File: config.mk
export PLATFORM = sky130hd
export DESIGN_NAME = gb5_cell
export DESIGN_NICKNAME = d
export VERILOG_FILES = /design/src/hw/rtl/gaussian_blur_5x5_macros.svh /design/src/hw/rtl/gb5_pkg.sv /design/src/hw/rtl/gb5_cell.sv
export SDC_FILE = /design/constraint.sdc
export NUM_CORES = 1
export LEC_CHECK = 0
export BUFFER_PORTS_ARGS = -buffer_cell sky130_fd_sc_hd__buf_2
export CORE_MARGIN = 2
export CORE_UTILIZATION = 28
export CTS_BUF_LIST = sky130_fd_sc_hd__clkbuf_8
export CTS_CLUSTER_DIAMETER = 150
export CTS_CLUSTER_SIZE = 25
export DETAILED_ROUTE_END_ITERATION = 8
export SETUP_SLACK_MARGIN = 0.3
export SLEW_MARGIN = 0
export SYNTH_ARGS = -nofsm -noshare
export SYNTH_HDL_FRONTEND = slang
export SYNTH_SLANG_ARGS = --single-unit
File: constraint.sdc
create_clock -name clk_i -period 17 [get_ports clk_i]
set_input_delay 1.7 -clock clk_i [delete_from_list [all_inputs] [get_ports clk_i]]
set_output_delay 1.7 -clock clk_i [all_outputs]
set_load 0.02 [all_outputs]
File: src/hw/rtl/gaussian_blur_5x5_macros.svh
// Assertion macros used by the blur top level.
`ifndef GAUSSIAN_BLUR_5X5_MACROS_SVH
`define GAUSSIAN_BLUR_5X5_MACROS_SVH

// Plain property, sampled on clk_i, off while rst_ni is low.
`define GB5_ASSERT(lbl, prop, msg) \
  lbl: assert property (@(posedge clk_i) disable iff (!rst_ni) (prop)) else $error(msg);

// Antecedent in this cycle, consequent in the next.
`define GB5_ASSERT_NEXT(lbl, ante, cons, msg) \
  lbl: assert property (@(posedge clk_i) disable iff (!rst_ni) (ante) |=> (cons)) \
    else $error(msg);

`endif

File: src/hw/rtl/gb5_pkg.sv
// Shared types, sizes and kernel weights for the 5x5 blur.
package gb5_pkg;

  localparam int KSIZE      = 5;
  localparam int PIX_W      = 8;
  localparam int COEF_W     = 12;
  localparam int FRAC_W     = 16;
  localparam int SUM_W      = 25;
  localparam int COL_W      = 11;
  localparam int ROW_W      = 12;
  localparam int WIDTH_W    = 12;
  localparam int HEIGHT_W   = 13;
  localparam int CFG_DATA_W = 13;
  localparam int LINE_DEPTH = 2048;
  localparam int LINE_W     = (KSIZE - 1) * PIX_W;

  localparam logic [WIDTH_W-1:0]  WIDTH_MIN   = WIDTH_W'(KSIZE);
  localparam logic [WIDTH_W-1:0]  WIDTH_MAX   = WIDTH_W'(LINE_DEPTH);
  localparam logic [HEIGHT_W-1:0] HEIGHT_MIN  = HEIGHT_W'(KSIZE);
  localparam logic [HEIGHT_W-1:0] HEIGHT_MAX  = HEIGHT_W'(4096);
  localparam logic [WIDTH_W-1:0]  WIDTH_RST   = WIDTH_W'(640);
  localparam logic [HEIGHT_W-1:0] HEIGHT_RST  = HEIGHT_W'(480);

  typedef enum logic [0:0] {
    CFG_WIDTH  = 1'b0,
    CFG_HEIGHT = 1'b1
  } cfg_idx_e;

  typedef logic [KSIZE-1:0][PIX_W-1:0]  pix_col_t;
  typedef logic [KSIZE-1:0][COEF_W-1:0] coef_col_t;
  typedef logic [LINE_W-1:0]            line_t;

  typedef struct packed {
    logic shift;     // take the neighbor's column
    logic load_sum;  // register the weighted column sum
  } cell_ctrl_t;

  // Q0.16 weights, row major: index dy*KSIZE + dx
  localparam logic [KSIZE*KSIZE-1:0][COEF_W-1:0] COEF_TAB = {
    12'd1734, 12'd1994, 12'd2204, 12'd2340, 12'd2387,
    12'd1994, 12'd2294, 12'd2535, 12'd2692, 12'd2746,
    12'd2204, 12'd2535, 12'd2802, 12'd2975, 12'd3035,
    12'd2340, 12'd2692, 12'd2975, 12'd3159, 12'd3223,
    12'd2387, 12'd2746, 12'd3035, 12'd3223, 12'd3288
  };

  function automatic coef_col_t coef_column(input int dx);
    coef_col_t c;
    for (int dy = 0; dy < KSIZE; dy++) begin
      c[dy] = COEF_TAB[dy*KSIZE + dx];
    end
    return c;
  endfunction

endpackage

File: src/hw/rtl/gb5_cell.sv
// One window column: holds five pixels and their weighted sum.
module gb5_cell (
  input  logic               clk_i,
  input  logic               rst_ni,
  input  gb5_pkg::cell_ctrl_t ctrl_i,
  input  gb5_pkg::pix_col_t  col_i,
  input  gb5_pkg::coef_col_t coef_i,
  output gb5_pkg::pix_col_t  col_o,
  output logic [gb5_pkg::SUM_W-1:0] psum_o
);
  import gb5_pkg::*;

  pix_col_t          col_q;
  logic [SUM_W-1:0]  psum_d, psum_q;

  always_ff @(posedge clk_i or negedge rst_ni) begin
    if (!rst_ni) begin
      col_q <= '0;
    end else if (ctrl_i.shift) begin
      col_q <= col_i;
    end
  end

  always_comb begin
    psum_d = '0;
    for (int dy = 0; dy < KSIZE; dy++) begin
      psum_d = psum_d + SUM_W'(col_q[dy] * coef_i[dy]);
    end
  end

  always_ff @(posedge clk_i) begin
    if (ctrl_i.load_sum) begin
      psum_q <= psum_d;
    end
  end

  assign col_o  = col_q;
  assign psum_o = psum_q;

endmodule

# Yosys cells after proc, flatten, opt, wreduce, memory -nomap -nowiden
# Cells that the tools add are included.
word_totals:
  register_bits: 65
  in_bits: 104
  output_inout_bits: 65
  elab_cells: 15
op_classes:
  add_sub_neg: 4
  multipliers: 5
op_table:
  columns: ["cell", "count"]
  rows:
  - ["$mul 8x12->20", 5]
  - ["$add 23x20->24", 1]
  - ["$add 22x20->23", 1]
  - ["$add 21x20->22", 1]
  - ["$add 20x20->21", 1]

# Logic depth before layout (Yosys ltp)
depth:
  depth_word: 5
  mapped_depth: 26
  depth_no_buf: 24

# Least setup slack after synthesis
# Ideal clock, no wire load.
synth_path:
  kind: "in2reg"
  startpoint: "input port coef_i[55] in the netlist's numbering"
  endpoint: "register psum_q[23] (netlist: psum_o[23]), data pin"
  setup_time_ns: 0.254
  arrival_ns: 7.759
  required_ns: 16.746
  setup_slack_ns: 8.987
  stages: 25
  n_path_buf: 2
  cell_sequence: "clkbuf_1 -> nand2_1 -> fa_1 -> inv_1 -> fa_1 -> inv_1 -> fa_1 -> inv_1 -> fa_1 -> inv_1 -> fa_1 -> inv_1 -> fa_1 -> fa_1 -> inv_1 -> fa_1 -> inv_1 -> ha_1 -> clkbuf_2 -> a21oi_1 -> o21ai_0 -> nand3_1 -> or3b_4 -> a221o_1 -> a21o_1"
synth_between:
  elab_chain_cells: 2
synth_lines:
  columns: ["item", "line", "rtl"]
  rows:
  - ["start: declaration", "gb5_cell.sv:7", "input gb5_pkg::coef_col_t coef_i,"]
  - ["$mul 8x12->20", "gb5_cell.sv:27", "psum_d = psum_d + SUM_W'(col_q[dy] * coef_i[dy]);"]
  - ["$add 23x20->24", "gb5_cell.sv:27", null]
  - ["via psum_d[23]", "gb5_cell.sv:14", "logic [SUM_W-1:0] psum_d, psum_q;"]
  - ["end signal: assignment", "gb5_cell.sv:33", "psum_q <= psum_d;"]
  - ["end: declaration", "gb5_cell.sv:14", null]
# The timed path passes the listed nets, and every way through them passes these cells.
# A chain may end at the register's enable or synchronous reset.

# Worst setup path after layout
layout_path:
  startpoint: "input port coef_i[9] in the netlist's numbering"
  endpoint: "register psum_q[21] (netlist: psum_o[21]), data pin"
layout_between:
  elab_chain_cells: 5
layout_lines:
  columns: ["item", "line"]
  rows:
  - ["$mul 8x12->20", "gb5_cell.sv:27"]
  - ["$add 20x20->21", "gb5_cell.sv:27"]
  - ["$add 21x20->22", "gb5_cell.sv:27"]
  - ["$add 22x20->23", "gb5_cell.sv:27"]
  - ["$add 23x20->24", "gb5_cell.sv:27"]
  - ["via psum_d[21]", "gb5_cell.sv:14"]
# The timed path passes the listed nets, and every way through them passes these cells.

==> key figures <==
Timing
  – Tightest Pin Transition: 0.740 ns
  – Final setup TNS: 0 ns
  – Slew HR: 50.6%
  – Period utilisation layout: 48.1%
  – Clock skew: 0.0117 ns
  – Final hold viol count: 0
  – Top achievable clock speed: 0.122 GHz
  – RSZ-0062 raised after global routing: no
  – Min cycle time layout: 8.18 ns
  – Max-slew violations: 0
  – Final setup fails: 0

Routing
  – Final ANT Viol Nets: 0
  – Via/cell ratio: 4.36
  – Routed WL per cell: 16.6 um
  – Vias: 12,500
  – Iter 0 DRT Violations: 595
  – First drt pass iteration count: 5
  – Residual DRC: 0
  – DRT Wirelength: 47.3 mm

Place
  – HPWL after detailed placement: 42.0 mm
  – IO buf count: 167
  – DP Area: 0.0200 mm^2
  – Dpl cells: 2,837
  – GP Congestion: 0.880

Global route
  – Pin count of the biggest net entering global routing: 41
  – Vias in the first global route: 13,900
  – GRT overflow: 0
  – Initial antenna violation count: 14
  – First-pass GRT wire length: 76.7 mm
  – Tot GR Track Use: 15.0%

Logic synthesis
  – Mapped Cells: 1,863
  – Avg Cell Area, Syn: 9.83 um^2
  – Seq cells post-synth: 64
  – Syn nets: 2,564
  – Syn Std Cell Area: 0.0183 mm^2
  – Unique masters post-synth: 48
  – Post-synth ARST share: 62.5%
  – Register area share after synthesis: 9.40%
  – Ys flop type: dfrtp_1
  – Post-synth EDFFs: 24
  – Ys Warns: 0

Floorplan
  – Ports: 169
  – Die width: 260 um
  – Die Y: 260 um
  – Core Area: 0.0646 mm^2
  – Num rows: 93
  – Die footprint: 0.0674 mm^2
  – Starting Density: 28.3%

Layout
  – Final instance area: 0.0203 mm^2
  – Share of layout cells above drive strength 1: 11.6%
  – Register area: 0.00172 mm^2
  – Multi-input gate area: 0.0144 mm^2
  – Layout net count: 2,694
  – Fill count: 6,713
  – Post-route insts no fill: 2,857
  – Area Overhead vs Synth: 10.8%

Clock network
  – CTS tree: done
  – Htree depth: 3
  – Clock Sinks: 64
  – CTS root buf: clkbuf_8
  – Clock slew at reported path FFs: 0.08 ns
  – Clock Path Buffers: 2
  – Post CTS Setup Buffer Count: 0
  – # resized after CTS: 0
  – Clock Latency Late Sink: 0.45 ns
  – Cts bufs inserted: 9
  – Hold_buf cts: 0

Worst setup path
  – CP Capture Type: flop
  – Crit start category: input pin
  – CP required: 17.20 ns
  – CP Class: in -> reg
  – CP max FO: 8
  – Worst Path Arrival: 8.38 ns

Run
  – Max cap viols: 0

Run status
  – Status: complete, no violations

Min path
  – HP Class: reg -> reg
-- critical path: stages --
cell and delay [ns]:
buf_2 0.18, nand2_1 0.10, fa_1 0.56, inv_1 0.06, fa_1 0.48, fa_1 0.55
fa_1 0.56, inv_1 0.06, fa_1 0.50, inv_1 0.06, fa_1 0.44, fa_1 0.51
inv_1 0.05, fa_1 0.50, inv_1 0.05, ha_1 0.43, nand3_1 0.24, or4_1 0.56
o2bb2ai_1 0.32, or3b_4 0.23, a31oi_1 0.10, xnor2_1 0.14
-- cells by family after synthesis --
logic type,synth area share [%]
other,0.0205
multiplexers,2.46
buffers and inverters,11.9
flip-flops,9.40
AND/OR/NAND/NOR,14.7
XOR/XNOR,0.861
AO/OA/AOI/OAI,1.80
adder cells (fa/ha/maj),58.9
-- metrics by stage --
step | setup slack (ns) | hold WS, ns | utilization (%)
2_1_floorplan | 8.99 | 0.680 | -
3_3_place_gp | 8.39 | 0.840 | 31.0
3_5_place_dp | 8.36 | 0.837 | 31.0
4_1_cts | 8.85 | 0.864 | 31.4
5_1_grt | 8.50 | 0.919 | 31.4
6_report | 8.82 | 0.842 | 31.4
-- Yosys cell counts (2+ instances only) --
cell type | number | share of area [%]
a21o_1 | 9 | 0.37
a21oi_1 | 11 | 0.30
a221oi_1 | 2 | 0.096
a31oi_1 | 4 | 0.14
and2_1 | 264 | 9.0
and3_1 | 4 | 0.14
buf_1 | 3 | 0.062
buf_2 | 2 | 0.055
clkbuf_1 | 43 | 0.88
dfrtp_1 | 40 | 5.5
edfxtp_1 | 24 | 3.9
fa_1 | 441 | 48
ha_1 | 156 | 11
inv_1 | 529 | 11
mux2_2 | 40 | 2.5
nand2_1 | 228 | 4.7
nand3_1 | 4 | 0.11
nand4_1 | 3 | 0.10
nor2_1 | 2 | 0.041
nor3_1 | 2 | 0.055
nor3b_1 | 2 | 0.082
o21ai_0 | 5 | 0.14
o21bai_1 | 4 | 0.16
xnor2_1 | 10 | 0.48
xor2_1 | 8 | 0.38
-- flip-flops by register name (all words and copies together), names as in the netlist --
signal	flops
psum_o	24
col_o	40
-- cell type report --
type / instances / area share, %
clock inverters: 7 / 0.592
repair buffers: 169 / 4.19
diodes: 4 / 0.0493
flip-flops and latches: 64 / 8.49
well taps: 855 / 5.27
clock buffers: 9 / 0.611
multi-input cells: 1220 / 71.0
inverters: 529 / 9.79
-- placed cells by master, fill, tap and decap left out, types with 2 or more instances in the layout --
cell type	Yosys	final
and2_1	264	264
fa_1	441	441
and3_1	4	4
bufinv_16	0	3
a221oi_1	2	2
o21bai_1	4	4
edfxtp_1	24	24
nand3_1	4	4
nor3b_1	2	2
a21o_1	9	9
nor3_1	2	2
nand4_1	3	3
mux2_2	40	40
clkinv_4	0	2
buf_2	2	167
o21ai_0	5	5
nand2_1	228	228
a21oi_1	11	11
buf_4	1	2
xnor2_1	10	10
nor2_1	2	2
ha_1	156	156
inv_1	529	529
xor2_1	8	8
a31oi_1	4	4
clkbuf_8	0	9
dfrtp_1	40	40
diode_2	0	4
-- final timing paths --
path	startpoint	end	slack, ns	depth (start not counted)
setup / recovery	coef_i[9]	psum_o[21]$_DFFE_PP_	8.82	22
hold / removal	col_o[16]$_DFFE_PN0P_	col_o[16]$_DFFE_PN0P_	0.84	1
setup reg to reg	col_o[4]$_DFFE_PN0P_	psum_o[21]$_DFFE_PP_	9.45	21
hold reg to reg	col_o[16]$_DFFE_PN0P_	col_o[16]$_DFFE_PN0P_	0.84	1
max in group asynchronous	rst_ni	col_o[39]$_DFFE_PN0P_	15.14	2
min in group asynchronous	rst_ni	col_o[0]$_DFFE_PN0P_	1.36	2
-- per-layer routing --
metal	part of all wire, %	track usage (%)	vias up
met1	40	18.6	6489
met3	5.8	3.26	55
met5	0.20	0	-
met2	52	26.5	292
li1	-	-	5610
met4	1.6	3.51	18
Power is not shown: default switching activity piles up to over one toggle a cycle in this logic, so the estimate is an artifact.
